===== config.mk =====
export PLATFORM = sky130hd
export DESIGN_NAME = tcgr_ram
export DESIGN_NICKNAME = d
export VERILOG_FILES = /design/src/rtl/core/tcgr_pkg.sv /design/src/rtl/core/tcgr_ram.sv
export SDC_FILE = /design/constraint.sdc
export NUM_CORES = 2
export LEC_CHECK = 0
export BUFFER_PORTS_ARGS = -buffer_cell sky130_fd_sc_hd__buf_4
export CORE_MARGIN = 8
export CORE_UTILIZATION = 40
export CTS_BUF_LIST = sky130_fd_sc_hd__clkbuf_8 sky130_fd_sc_hd__clkbuf_16
export DETAILED_ROUTE_END_ITERATION = 16
export PLACE_DENSITY = 0.59
export SLEW_MARGIN = 20
export SYNTH_ARGS = -nofsm -noshare
export SYNTH_HDL_FRONTEND = slang
export SYNTH_SLANG_ARGS = --single-unit

===== constraint.sdc =====
create_clock -name clk -period 6.02 [get_ports clk]
set_clock_uncertainty 0.05 [all_clocks]
set_input_delay 0.903 -clock clk [delete_from_list [all_inputs] [get_ports clk]]
set_output_delay 0.903 -clock clk [all_outputs]
set_load 0.01 [all_outputs]

===== src/rtl/core/tcgr_pkg.sv =====
// Shared types, constants and the fixed palette for the text cell glyph renderer.
package tcgr_pkg;

    localparam int GLYPH_WIDTH  = 4;
    localparam int GLYPH_HEIGHT = 8;
    localparam int FONT_WORDS   = 256;
    localparam int PALETTE_SIZE = 16;
    localparam int PIXELS       = GLYPH_WIDTH * GLYPH_HEIGHT;
    localparam int PIX_CNT_W    = $clog2(PIXELS);

    typedef enum logic [1:0] {
        FUNC_RENDER     = 2'd0,
        FUNC_WR_PALETTE = 2'd1,
        FUNC_WR_DEFAULT = 2'd2,
        FUNC_WR_CUSTOM  = 2'd3
    } func_t;

    typedef enum logic {
        REG_PALETTE_SOURCE = 1'b0,
        REG_FONT_SOURCE    = 1'b1
    } reg_index_t;

    // Everything the pixel serializer needs for one cell.
    typedef struct packed {
        logic [4:0]  col;
        logic [3:0]  row;
        logic [11:0] fg;
        logic [11:0] bg;
        logic [31:0] glyph;
    } render_req_t;

    function automatic logic [11:0] fixed_color(input logic [3:0] idx);
        logic [11:0] c;
        case (idx)
            4'd0:    c = 12'h000;
            4'd1:    c = 12'h00A;
            4'd2:    c = 12'h0A0;
            4'd3:    c = 12'h0AA;
            4'd4:    c = 12'hA00;
            4'd5:    c = 12'hA0A;
            4'd6:    c = 12'hA50;
            4'd7:    c = 12'hAAA;
            4'd8:    c = 12'h555;
            4'd9:    c = 12'h55F;
            4'd10:   c = 12'h5F5;
            4'd11:   c = 12'h5FF;
            4'd12:   c = 12'hF55;
            4'd13:   c = 12'hF5F;
            4'd14:   c = 12'hFF5;
            4'd15:   c = 12'hFFF;
            default: c = 12'h000;
        endcase
        return c;
    endfunction

endpackage


===== src/rtl/core/tcgr_ram.sv =====
// Synchronous RAM, one write port and two registered read ports.
module tcgr_ram #(
    parameter int DEPTH = tcgr_pkg::FONT_WORDS,
    parameter int WIDTH = 16
) (
    input  logic                     clk,
    input  logic                     wr_en,
    input  logic [$clog2(DEPTH)-1:0] wr_addr,
    input  logic [WIDTH-1:0]         wr_data,
    input  logic                     rd_en,
    input  logic [$clog2(DEPTH)-1:0] rd_addr_a,
    input  logic [$clog2(DEPTH)-1:0] rd_addr_b,
    output logic [WIDTH-1:0]         rd_data_a,
    output logic [WIDTH-1:0]         rd_data_b
);

    logic [WIDTH-1:0] mem [DEPTH];

    always_ff @(posedge clk)
    begin
        if (wr_en)
        begin
            mem[wr_addr] <= wr_data;
        end
    end

    always_ff @(posedge clk)
    begin
        if (rd_en)
        begin
            rd_data_a <= mem[rd_addr_a];
            rd_data_b <= mem[rd_addr_b];
        end
    end

endmodule


==> impl_metrics.ini <==
[run_status]
status = completed

[critical_path]
critical_path.cell_chain = buf_16 > buf_12 > mux4_2 > mux4_2 > a22oi_1 > nand2_1 > o31ai_1 > nor3_1
critPathTopFamily = compound AO/OA/AOI/OAI gates
r2r-end = rd_data_b[15]
path_depth = 8
crit_start = rd_addr_b[0]
critPathCaptureType = register
worstSetupStartpointType = primary input
cp.required_ns = 6.72
arrival_ns = 5.18
setup.worst_path.end = rd_data_b[15]
path_class = primary input to register
cpPeakStageDelay_ns = 1.04
cp_common_cell = mux4_2
rr_worst_depth = 6
cp_max_fo = 58
r2r_start = mem[56][15]
crit_buf_inv = 2
r2r_slack_ns = 2.11
cp_slowest_cell = o31ai_1

[clock_network]
cts_tree = yes
cts-root-buf = clkbuf_16
hold_buffers = 0
clk_latency_ns = 1.08
cts_resized = 0
clock_path_buffers = 4
clock-sinks = 4128
post_cts_buffers = 0
path_clk_slew_ns = 0.06
cts_made_buffers = 434
htree_levels = 5

[sta]
clock.fmax_ghz = 0.224
slew_violations = 0
final_hold_viol_count = 0
max_slew_margin = 0.119
worst_pin_slew_ns = 1.32
fin_crit_sh = 0.743
holdWs_ns = 0.267
setup_viol = 0
period_needed_ns = 4.47
grt_setup_unrepaired = false

[detailed_routing]
drtIter0Drc = 18300
drc = 0
ant_nets = 0
drt-total-wl_um = 691000
post_drt_wl_per_cell_um = 39.9
dr_total_vias = 116000
vias_per_cell = 6.69
drt_pass1_iterations = 7

[yosys]
syn_area_mm2 = 0.192
ys_seq_area_frac = 0.646
syn_nets = 10200
synthCells = 10100
synth-edff-count = 4128
synth.distinct_cells = 58
synthFlopType = edfxtp_1
avgSynthCellArea_um2 = 18.9
yosys_warnings = 0
synth-seq-cells = 4128
ys_async_sr_fraction = 0

[die]
die_y_um = 709
num_rows = 254
die_area_mm2 = 0.502
io_pins = 75
design.core.area_mm2 = 0.478
start_util = 0.401
die_w_um = 709

[cells_and_area]
nets = 10600
synthToLayoutAreaGrowth_pct = 13.2
fillers = 40200
final_util = 0.454
drive_gt1_frac = 0.310

[worst_hold_path]
hold_class = primary input to register

[global_route]
grt_usage = 0.268
grt_overflow_total = 0
antenna_found_initial = 71
grt_pass1_wl_um = 945000
grt_pass1_vias = 115000
grt_max_degree = 179

[placed_design]
io_buffer_count = 74
globalplace.congestion = 0.971
dpl.hpwl_um = 441000

[power]
powerDensity_mw_per_mm2 = 292
leakage_nw = 69.3
ir_worst_vdd_uv = 250

[run]
cap_viol_max_count = 0
## layer usage
| layer | vias up | GRT usage | share of wire |
|---|---|---|---|
| li1 | 44900 | - | - |
| met1 | 61600 | 0.352 | 0.36 |
| met2 | 7943 | 0.407 | 0.45 |
| met3 | 1563 | 0.0675 | 0.12 |
| met4 | 32 | 0.152 | 0.069 |
| met5 | - | 0 | 0.00074 |
## layout make-up
type                       instances  area [µm²]  area share
sequential                      4128      124000       0.570
multi-input combinational       5151       64300       0.296
clock buffer                     436       10900      0.0502
tap                             6400        8010      0.0369
timing repair buffer             799        7240      0.0333
clock inverter                   360        2720      0.0125
antenna                           55         138    0.000633
inverter                           6        42.5    0.000196
## layout by cell type (no fill, tap or decap), drive strengths merged, types with 12 or more instances in the layout
master and instances:
nand3 83, o21ai 74, mux4 1688, o311ai 12
inv 106, nor3 185, o22ai 284, clkbuf 438
o221ai 418, nor2b 13, a211oi 25, and4 12
a211o 26, a22o 55, nand2 257, clkinv 215
buf 797, clkinvlp 17, bufinv 28, a221oi 48
a21oi 210, diode 55, o211ai 59, nor4 39
and3 18, nand4 30, edfxtp 4128, nor2 355
o31ai 27, mux2i 1021, a2111oi 39, a22oi 119
## per-stage QoR
stage	setup TNS (ns)	total power [mW]	cells	instance area [µm²]	worst slack, ns
after floorplan	0	35.3	10100	192000	2.66
after global placement	-0.164	37.7	16500	203000	-0.0880
after detailed placement	0	37.8	16500	203000	0.670
after CTS	0	63.5	17300	217000	1.75
after global routing	0	64.7	17300	217000	1.70
final	0	63.4	17300	217000	1.55
## kinds of logic (layout without fill, tap and decap cells)
| logic type | count (synthesis) | count (layout) | share of synthesized area |
|---|---|---|---|
| AO/OA/AOI/OAI | 1414 | 1414 | 0.0539 |
| other | 0 | 55 | 0 |
| multiplexers | 2709 | 2709 | 0.251 |
| buffers and inverters | 856 | 1601 | 0.0246 |
| flip-flops | 4128 | 4128 | 0.646 |
| AND/OR/NAND/NOR | 1028 | 1028 | 0.0242 |
## worst register-to-register path: cells and delay by family (launching register included)
kind / cells / cell delay, ns
muxes: 2 / 1.01
AOI/OAI and AO/OA: 2 / 1.76
and+or+nand+nor: 2 / 0.42
DFF: 1 / 0.39
## cells in the mapped netlist, drive strengths merged (4+ instances only)
cell type,number,area (µm²)
nand2b,11,68.8
inv,6,22.5
o31ai,27,203
mux2i,1021,10200
o221ai,418,3660
mux4,1688,38000
nand2,257,965
a2111oi,39,348
and4,12,105
buf,467,3260
nor4,39,250
and4b,4,40.0
o22ai,284,1800
nor2b,13,81.3
and3,18,113
o21bai,11,82.6
clkbuf,383,1440
a211oi,25,203
nor3,185,926
o21ai,74,370
a22oi,119,893
edfxtp,4128,124000
o311ai,12,105
a221oi,48,420
nand3,83,415
a22o,55,482
nand4,30,188
or2,4,25.0
o211ai,59,443
a21oi,210,1050
nor2,355,1330
a211o,26,228
## power by group
| group | total, mW | internal, mW | switching, mW | leakage [nW] |
|---|---|---|---|---|
| sequential | 31.9 | 31.7 | 0.117 | 37.1 |
| clock | 26.1 | 14.4 | 11.7 | 6.99 |
| combinational | 5.47 | 1.92 | 3.54 | 25.2 |
| total | 63.4 | 48.0 | 15.4 | 69.3 |
## worst min path at each step
stage                     start      endpoint  slack, ns  cells after the start
detailed placement   mem[35][6]  rd_data_b[6]       1.07                      6
CTS                 wr_data[13]  mem[223][13]       0.23                      1
global route        wr_data[14]  mem[123][14]       0.26                      1
global placement     mem[47][2]  rd_data_a[2]       1.04                      5
floorplan           mem[218][0]  rd_data_b[0]       0.93                      5
finish              wr_data[13]  mem[223][13]       0.27                      1
## sequential cells by signal (all words and copies together), names as in the netlist
name / flops
rd_data_a: 16
mem: 4096
rd_data_b: 16
Note: power is estimated with default switching activity, not from simulation.
