--- src/rtl/core/tcgr_pkg.sv ---
// Shared types, constants and the fixed palette for the text cell glyph renderer.
package tcgr_pkg;

    localparam int GLYPH_WIDTH  = 4;
    localparam int GLYPH_HEIGHT = 8;
    localparam int FONT_WORDS   = 256;
    localparam int PALETTE_SIZE = 16;
    localparam int PIXELS       = GLYPH_WIDTH * GLYPH_HEIGHT;
    localparam int PIX_CNT_W    = $clog2(PIXELS);

    typedef enum logic [1:0] {
        FUNC_RENDER     = 2'd0,
        FUNC_WR_PALETTE = 2'd1,
        FUNC_WR_DEFAULT = 2'd2,
        FUNC_WR_CUSTOM  = 2'd3
    } func_t;

    typedef enum logic {
        REG_PALETTE_SOURCE = 1'b0,
        REG_FONT_SOURCE    = 1'b1
    } reg_index_t;

    // Everything the pixel serializer needs for one cell.
    typedef struct packed {
        logic [4:0]  col;
        logic [3:0]  row;
        logic [11:0] fg;
        logic [11:0] bg;
        logic [31:0] glyph;
    } render_req_t;

    function automatic logic [11:0] fixed_color(input logic [3:0] idx);
        logic [11:0] c;
        case (idx)
            4'd0:    c = 12'h000;
            4'd1:    c = 12'h00A;
            4'd2:    c = 12'h0A0;
            4'd3:    c = 12'h0AA;
            4'd4:    c = 12'hA00;
            4'd5:    c = 12'hA0A;
            4'd6:    c = 12'hA50;
            4'd7:    c = 12'hAAA;
            4'd8:    c = 12'h555;
            4'd9:    c = 12'h55F;
            4'd10:   c = 12'h5F5;
            4'd11:   c = 12'h5FF;
            4'd12:   c = 12'hF55;
            4'd13:   c = 12'hF5F;
            4'd14:   c = 12'hFF5;
            4'd15:   c = 12'hFFF;
            default: c = 12'h000;
        endcase
        return c;
    endfunction

endpackage

--- src/rtl/core/tcgr_serializer.sv ---
// Pixel serializer: walks one glyph column by column and holds the output register.
module tcgr_serializer (
    input  logic                  clk,
    input  logic                  rst_n,
    input  logic                  load_valid,
    input  tcgr_pkg::render_req_t req,
    output logic                  load_ready,
    output logic                  pixel_valid,
    input  logic                  pixel_stall,
    output logic [6:0]            pixel_x,
    output logic [6:0]            pixel_y,
    output logic [7:0]            red,
    output logic [7:0]            green,
    output logic [7:0]            blue,
    output logic                  is_foreground,
    output logic                  last
);

    localparam logic [tcgr_pkg::PIX_CNT_W-1:0] LAST_PIX =
        tcgr_pkg::PIX_CNT_W'(tcgr_pkg::PIXELS - 1);

    logic                            busy_reg;
    logic [tcgr_pkg::PIX_CNT_W-1:0]  cnt_reg;
    logic [31:0]                     glyph_reg;
    logic [11:0]                     fg_reg;
    logic [11:0]                     bg_reg;
    logic [4:0]                      col_reg;
    logic [3:0]                      row_reg;
    logic                            out_valid_reg;

    logic        out_ready;
    logic        emit;
    logic        load;
    logic        on;
    logic [11:0] color;

    assign out_ready  = !out_valid_reg || !pixel_stall;
    assign emit       = busy_reg && out_ready;
    assign load_ready = !busy_reg || (emit && (cnt_reg == LAST_PIX));
    assign load       = load_valid && load_ready;
    assign on         = glyph_reg[31];
    assign color      = on ? fg_reg : bg_reg;
    assign pixel_valid = out_valid_reg;

    always_ff @(posedge clk or negedge rst_n)
    begin
        if (!rst_n)
        begin
            busy_reg      <= 1'b0;
            cnt_reg       <= '0;
            out_valid_reg <= 1'b0;
        end
        else
        begin
            if (load)
            begin
                busy_reg <= 1'b1;
                cnt_reg  <= '0;
            end
            else if (emit)
            begin
                if (cnt_reg == LAST_PIX)
                begin
                    busy_reg <= 1'b0;
                end
                cnt_reg <= cnt_reg + 1'b1;
            end
            if (out_ready)
            begin
                out_valid_reg <= emit;
            end
        end
    end

    always_ff @(posedge clk)
    begin
        if (load)
        begin
            glyph_reg <= req.glyph;
            fg_reg    <= req.fg;
            bg_reg    <= req.bg;
            col_reg   <= req.col;
            row_reg   <= req.row;
        end
        else if (emit)
        begin
            glyph_reg <= {glyph_reg[30:0], 1'b0};
        end
        if (emit)
        begin
            // column in the upper count bits, rows run bottom to top
            pixel_x       <= {col_reg, cnt_reg[4:3]};
            pixel_y       <= {row_reg, ~cnt_reg[2:0]};
            red           <= {color[11:8], color[11:8]};
            green         <= {color[7:4], color[7:4]};
            blue          <= {color[3:0], color[3:0]};
            is_foreground <= on;
            last          <= (cnt_reg == LAST_PIX);
        end
    end

endmodule

--- config.mk ---
export PLATFORM = sky130hd
export DESIGN_NAME = tcgr_serializer
export DESIGN_NICKNAME = d
export VERILOG_FILES = /design/src/rtl/core/tcgr_pkg.sv /design/src/rtl/core/tcgr_serializer.sv
export SDC_FILE = /design/constraint.sdc
export NUM_CORES = 1
export LEC_CHECK = 0
export ABC_AREA = 1
export BUFFER_PORTS_ARGS = -buffer_cell sky130_fd_sc_hd__buf_2
export CORE_UTILIZATION = 40
export CTS_BUF_LIST = sky130_fd_sc_hd__clkbuf_8 sky130_fd_sc_hd__clkbuf_16
export DETAILED_ROUTE_END_ITERATION = 6
export PLACE_DENSITY = 0.7
export SLEW_MARGIN = 20
export SYNTH_ARGS = -nofsm -noshare
export SYNTH_HDL_FRONTEND = slang
export SYNTH_SLANG_ARGS = --single-unit
--- constraint.sdc ---
create_clock -name clk -period 1.8 [get_ports clk]
set_input_delay 0.18 -clock clk [delete_from_list [all_inputs] [get_ports clk]]
set_output_delay 0.18 -clock clk [all_outputs]
set_load 0.005 [all_outputs]
==> metrics.md, run 1 <==
| Metric | Value |
|---|---|
| Max reg flops | 32 |
| Setup violators final | 0 |
| Core footprint | 9280 um^2 |
| Sinks on Clock Net | 100 |
| Max incr delay on CP | 0.40 ns |
| Row Count | 35 |
| CP cell instances | ha_2 > and3_4 > ha_4 > nand2_2 > nand2_4 > nand2_4 > inv_8 > clkbuf_16 > nand2_1 > nand2_1 |
| Sw Share | 0.252 |
| Die H | 100 um |
| Critical Path AT | ~1.9 ns |
| Final setup margin | 0.0486 ns |
| Netlist cell types | 19 |
| Status | complete, no violations |
| Root buf cell | clkbuf_8 |
| Largest net degree at the start of global routing | 39 |
| DRT antenna net count | 0 |
| Clk pwr share | 0.245 |
| DP Area | 4540 um^2 |
| Worst VDD drop | 455 uV |
| Crit share post-route | 0.973 |
| Crit Path Category | flip-flop to flip-flop |
| Post-Syn Area | 3850 um^2 |
| Setup Skew | 0.00693 ns |
| Final wirelength | about 7 mm |
| Register area share after synthesis | 0.771 |
| Die Wd | roughly 100 um |
| Vias per std cell | 4.45 |
| Mapped Avg Cell Area | 14.5 um^2 |
| Synth warn | 0 |
| Switch Pwr | around 0.0013 W |
| Cells after Synth | roughly 270 |
| Initial Util | 0.415 |
| Clk pin slew, worst setup/hold paths | 0.09 ns |
| Nets | 484 |
| Bufs on Longest Clock Path | 2 |
| Highest clock rate | ~570 MHz |
| DRT Pass-1 Iters | 6 |
| Grt ovf | 0 |
| Crit. End Element | flip-flop |
| All-layer global routing usage | 0.143 |
| Post-DP HPWL | 4.47 mm |
| Sequential power share | 0.588 |
| Leak | 2.19 nW |
| H-Tree Depth | 3 |
| First-pass GRT wire length | 10.8 mm |
| Fill cells | approximately 790 |
| Worst Setup Start Kind | flip-flop |
| # IOs | 111 |
| DR iter-0 viols | 105 |
| Via Count | 2431 |
| Syn nets | 336 |
| DRC Markers | 0 |
| Multi-input gate area | 707 um^2 |
| Area growth, synth to finish | 33.6% |
| Antenna violations before repair | 0 |
| Min cycle time layout | 1.75 ns |
| Fin area | 5140 um^2 |
| Power Density | ~1000 nW/um^2 |
| Internal power | 0.00386 W |
| CP delay by family, top | simple AND/OR/NAND/NOR gates |
| CTS tree | yes |
| Antenna Cells | 0 |
| DP Worst Slack | -0.0183 ns |
| Post-DR wirelength/cell | 13.1 um |
| Min-Delay Path Class | primary input to flip-flop |
| CTS Buf Count | 9 |
| PortBufs | 110 |
| Max_cap viols | 0 |
| CP Max Fanout | 12 |
| RePlAce Congestion | 0.762 |
| Pins Over Slew Limit | 0 |
| Share of cells above drive strength 1 | 0.410 |
| Measured slew at the worst slew-check pin | 0.329 ns |
| RSZ-0062 raised after global routing | false |
| Worst skew pair latency | 0.35 ns |
| Slew Limit Headroom | 0.780 |
| Worst Path Required | 1.92 ns |
| Synth Register Bits | 100 |
| Combinational share of power | 0.167 |
| Die area | 10000 um^2 |
| Vias in the first global route | 2283 |
| Final Hold Vio Count | 0 |
| WP buf/inv | 2 |
| Crit path max-delay cell type | dfrtp_1 |
| Register area | 2970 um^2 |
[cells by family (layout without fill, tap and decap cells)]
logic type	Yosys count	count (layout)	synth area share
AO/OA/AOI/OAI	1	1	0.00130
XOR/XNOR	1	1	0.00228
adder cells (fa/ha/maj)	2	2	0.00650
buffers and inverters	28	180	0.0510
flip-flops	100	100	0.771
multiplexers	12	12	0.0351
AND/OR/NAND/NOR	121	121	0.133
[metrics by stage]
stage	cells	hold WS, ns	power (W)	util	setup TNS [ns]
floorplan	265	-0.116	0.00349	-	0
global placement	495	0.0206	0.00382	0.489	0
CTS	543	0.00207	0.00519	0.544	0
finish	546	0.0345	0.00516	0.554	0
global route	546	0.0000352	0.00544	0.554	0
detailed placement	495	0.0228	0.00385	0.489	-0.378
[worst reg2reg max path, stage by stage, from the launching register on]
cell       delay [ns]
dfrtp_1          0.40
ha_2             0.20
and3_4           0.18
ha_4             0.15
nand2_2          0.07
nand2_4          0.06
nand2_4          0.11
inv_8            0.07
clkbuf_16        0.17
nand2_1          0.07
nand2_1          0.05
[path summary, 6_finish.rpt]
check	from	endpoint	slack, ns	cells after the start
worst min-delay path	req[60]	col_reg[0]	0.03	1
max in group asynchronous	rst_n	cnt_reg[0]	1.46	2
worst max register to register	cnt_reg[1]	glyph_reg[17]	0.05	10
min in group asynchronous	rst_n	cnt_reg[1]	0.18	2
worst min register to register	col_reg[2]	pixel_x[4]	0.42	0
worst max-delay path	cnt_reg[1]	glyph_reg[17]	0.05	10
[power by group through the flow]
stage / Clock (W) / Combinational [W] / Sequential, W
2_1_floorplan: 0 / 0.000411 / 0.00308
3_3_place_gp: 0 / 0.000752 / 0.00307
3_5_place_dp: 0 / 0.000774 / 0.00308
4_1_cts: 0.00132 / 0.000836 / 0.00303
5_1_grt: 0.00140 / 0.000970 / 0.00307
6_report: 0.00126 / 0.000865 / 0.00303
[final cells by class]
type | count | share of cell area
sequential | 100 | 0.577
clock inverter | 6 | 0.00949
timing repair buffer | 157 | 0.213
inverter | 8 | 0.00730
multi-input combinational | 137 | 0.137
clock buffer | 9 | 0.0241
tap | 129 | 0.0314
[metal layers]
metal,GRT usage,up-vias,routed length [um]
met4,0.0680,0,57
met5,0,-,0
met2,0.229,107,3460
met1,0.185,1132,3230
met3,0.0348,8,421
li1,-,1184,-
[synthesized netlist by cell type, drive strengths merged]
master / number / area [um^2]
buf: 20 / 166
xor2: 1 / 8.76
inv: 8 / 30.0
nor2: 3 / 11.3
mux2: 12 / 135
nand3: 5 / 25.0
and3: 1 / 6.26
dfrtp: 7 / 175
ha: 2 / 25.0
nand2: 112 / 468
edfxtp: 93 / 2790
a21oi: 1 / 5.00
[cell usage in the layout (no fill, tap or decap), drive strengths merged, types with 5 or more instances in the layout]
master | netlist | layout
buf | 20 | 122
clkbuf | 0 | 11
dfrtp | 7 | 7
dlygate4sd3 | 0 | 33
edfxtp | 93 | 93
inv | 8 | 10
mux2 | 12 | 12
nand2 | 112 | 112
nand3 | 5 | 5
[what timing repair did]
item	in CTS	in global routing
endpoints found under the setup margin	33	54
resized for setup	3	8
cloned	0	2
pin swaps	0	2
setup buffers	0	1
hold buffers	33	0
hold endpoints to repair	39	0
No activity file was read; power rests on OpenSTA's default activity.
==> inputs of run 2 (changes only) <==
- REMOVE_ABC_BUFFERS: unset -> 1
==> run 2 against run 1 <==
Sequential power is essentially flat. Wire length grew 2.5%. Flip-flop and latch count is the same. Sequential share of layout area grew 0.88 points. Critical path type is now flip-flop to output port. Fmax grew 1.2%. Register-to-register slack gained 0.04 ns. Core utilization shrank 0.84 points. Critical endpoint is now load_ready. Non-clock buffer count shrank 7.
==> metrics.md, run 2 (same netlist as run 1, synthesis figures left out) <==
| Metric | Value |
|---|---|
| Status | complete, no violations (unchanged) |
| DRC Markers | 0 (unchanged) |
| DP Area | 4530 um^2 (was 4540 um^2) |
| DRT met1 WL | 3.29 mm (was 3.23 mm) |
| Multi-input gate area | 689 um^2 (was 707 um^2) |
| Hold Path End | bg_reg[4] (was col_reg[0]) |
| Sinks on Clock Net | 100 (unchanged) |
| Leak | 2.17 nW (was 2.19 nW) |
| CTS Buf Count | 9 (unchanged) |
| Commonest non-fill, non-tap cell in the layout | buf_2 (unchanged) |
| Min cycle time layout | 1.73 ns (was 1.75 ns) |
| Crit Path Category | flip-flop to output port (was flip-flop to flip-flop) |
| Worst Path Required | 1.62 ns (was 1.92 ns) |
| Metal3 WL | 410 um (was 421 um) |
| DR iter-0 viols | 64 (was 105) |
| DRT Pass-1 Iters | 5 (was 6) |
| Vias in the first global route | 2416 (was 2283) |
| Min-Delay Path Class | primary input to flip-flop (unchanged) |
| Antenna Cells | 0 (unchanged) |
| Antenna violations before repair | 0 (unchanged) |
| Bufs on Longest Clock Path | 2 (unchanged) |
| Final Non-Filler Cells | 540 (was 546) |
| First-pass GRT wire length | 11.2 mm (was 10.8 mm) |
| Fin util | 0.546 (was 0.554) |
| Fill cells | 814 (was 792) |
| Vias per std cell | 4.37 (was 4.45) |
| Max reg flops | 32 (unchanged) |
| Final Hold Vio Count | 0 (unchanged) |
| Crit. End Element | output port (was flip-flop) |
| Metal2 WL | 3.57 mm (was 3.46 mm) |
| # IOs | 111 (unchanged) |
| RePlAce Congestion | 0.705 (was 0.762) |
| Largest net degree at the start of global routing | 40 (was 39) |
| Root buf cell | clkbuf_8 (unchanged) |
| Critical Path AT | 1.55 ns (was 1.87 ns) |
| Via Count | 2362 (was 2431) |
| Setup Skew | 0.00926 ns (was 0.00693 ns) |
| Max_cap viols | 0 (unchanged) |
| Die Wd | 100 um (unchanged) |
| Highest clock rate | 578 MHz (was 571 MHz) |
| Nets | 477 (was 484) |
| Area growth, synth to finish | 31.6% (was 33.6%) |
| Worst R2R Start | cnt_reg[0] (was cnt_reg[1]) |
| PortBufs | 110 (unchanged) |
| Row Count | 35 (unchanged) |
| Grt ovf | 0 (unchanged) |
| R2R Path End | glyph_reg[29] (was glyph_reg[17]) |
| Worst VDD drop | 609 uV (was 455 uV) |
| Measured slew at the worst slew-check pin | 0.586 ns (was 0.329 ns) |
| Commonest non-fill, non-tap cells in the layout | buf_2, nand2_1, edfxtp_1, dlygate4sd3_1, nand2_2 (unchanged) |
| Core footprint | 9280 um^2 (unchanged) |
| DRT antenna net count | 0 (unchanged) |
| Worst skew pair latency | 0.35 ns (about the same) |
| DP Worst Slack | 0.0112 ns (was -0.0183 ns) |
| Worst R2R Setup Slack | 0.09 ns (was 0.05 ns) |
| CTS tree | yes (unchanged) |
| Pins Over Slew Limit | 0 (unchanged) |
| RSZ-0062 raised after global routing | false (unchanged) |
| Clk pin slew, worst setup/hold paths | 0.10 ns (was 0.09 ns) |
| Max Used Layer | met4 (unchanged) |
| Slew Limit Headroom | 0.609 (was 0.780) |
| Final setup margin | 0.0700 ns (was 0.0486 ns) |
| Fin area | 5060 um^2 (was 5140 um^2) |
| Initial Util | 0.415 (unchanged) |
| Worst Setup Start Kind | flip-flop (unchanged) |
| CP Max Fanout | 3 (was 12) |
| Final wirelength | 7.35 mm (was 7.17 mm) |
| Setup violators final | 0 (unchanged) |
| Register area | 2970 um^2 (unchanged) |
| All-layer global routing usage | 0.147 (was 0.143) |
| Hold Path Origin | req[36] (was req[60]) |
| Die area | 10000 um^2 (unchanged) |
| Power Density | 1060 nW/um^2 (was 1000 nW/um^2) |
| Post-DR wirelength/cell | 13.6 um (was 13.1 um) |
| Crit share post-route | 0.961 (was 0.973) |
| Share of cells above drive strength 1 | 0.409 (was 0.410) |
| Worst Hold Depth | 1 (unchanged) |
| H-Tree Depth | 3 (unchanged) |
| R2R cell count | 10 (unchanged) |
| Die H | 100 um (unchanged) |
| Placed insts | 495 (unchanged) |
| Post-DP HPWL | 4.65 mm (was 4.47 mm) |
| Total Power | 0.00535 W (was 0.00516 W) |
-- run 2: final cells by class --
| class | count | area share |
|---|---|---|
| repair buffers | 150 | 0.197 |
| clock buffers | 9 | 0.0245 |
| flip-flops and latches | 100 | 0.586 |
| multi-input cells | 137 | 0.136 |
| clock inverters | 7 | 0.0185 |
| well taps | 129 | 0.0319 |
| inverters | 8 | 0.00642 |
-- run 2: timing repair --
action                                 4_1_cts  5_1_grt
hold buffers                                27        1
setup endpoints to repair                   15       10
resized for setup                            2        3
cloned                                       0        1
endpoints found under the hold margin       33        1
buffers inserted                             0        0
-- run 2: metrics by stage --
step	hold slack [ns]	setup TNS (ns)
after floorplan	-0.116	-28.88
after global placement	0.0283	0
after detailed placement	0.0328	0
after CTS	0.00383	0
after global routing	0.00176	0
final	0.0205	0
-- run 2: power breakdown --
part / internal [W] / switching (W) / total [W]
clock network: 0.000681 / 0.000824 / 0.00150
logic: 0.000407 / 0.000387 / 0.000794
registers: 0.00291 / 0.000133 / 0.00305
total: 0.00400 / 0.00134 / 0.00535
-- run 2: worst max-delay path by stage --
stage | slack, ns | cells past startpoint | from | end
after detailed placement | 0.01 | 8 | cnt_reg[1] | fg_reg[3]
final | 0.07 | 6 | cnt_reg[0] | load_ready
after global placement | 0.04 | 8 | cnt_reg[0] | bg_reg[11]
after floorplan | -0.46 | 7 | cnt_reg[0] | bg_reg[0]
after global routing | 0.01 | 6 | cnt_reg[1] | load_ready
after CTS | 0.03 | 6 | cnt_reg[1] | load_ready
-- run 2: per-layer routing --
layer  global-route usage  vias up
li1                     -     1172
met1                0.173     1087
met2                0.269       94
met3               0.0313        9
met4               0.0468        0
met5                    0        -
-- run 2: critical path, stage by stage (launching register included) --
cell and delay [ns]:
dfrtp_1 0.39, ha_2 0.18, and3_1 0.18, ha_2 0.18, nand2_2 0.08, nand2_4 0.06, buf_2 0.14
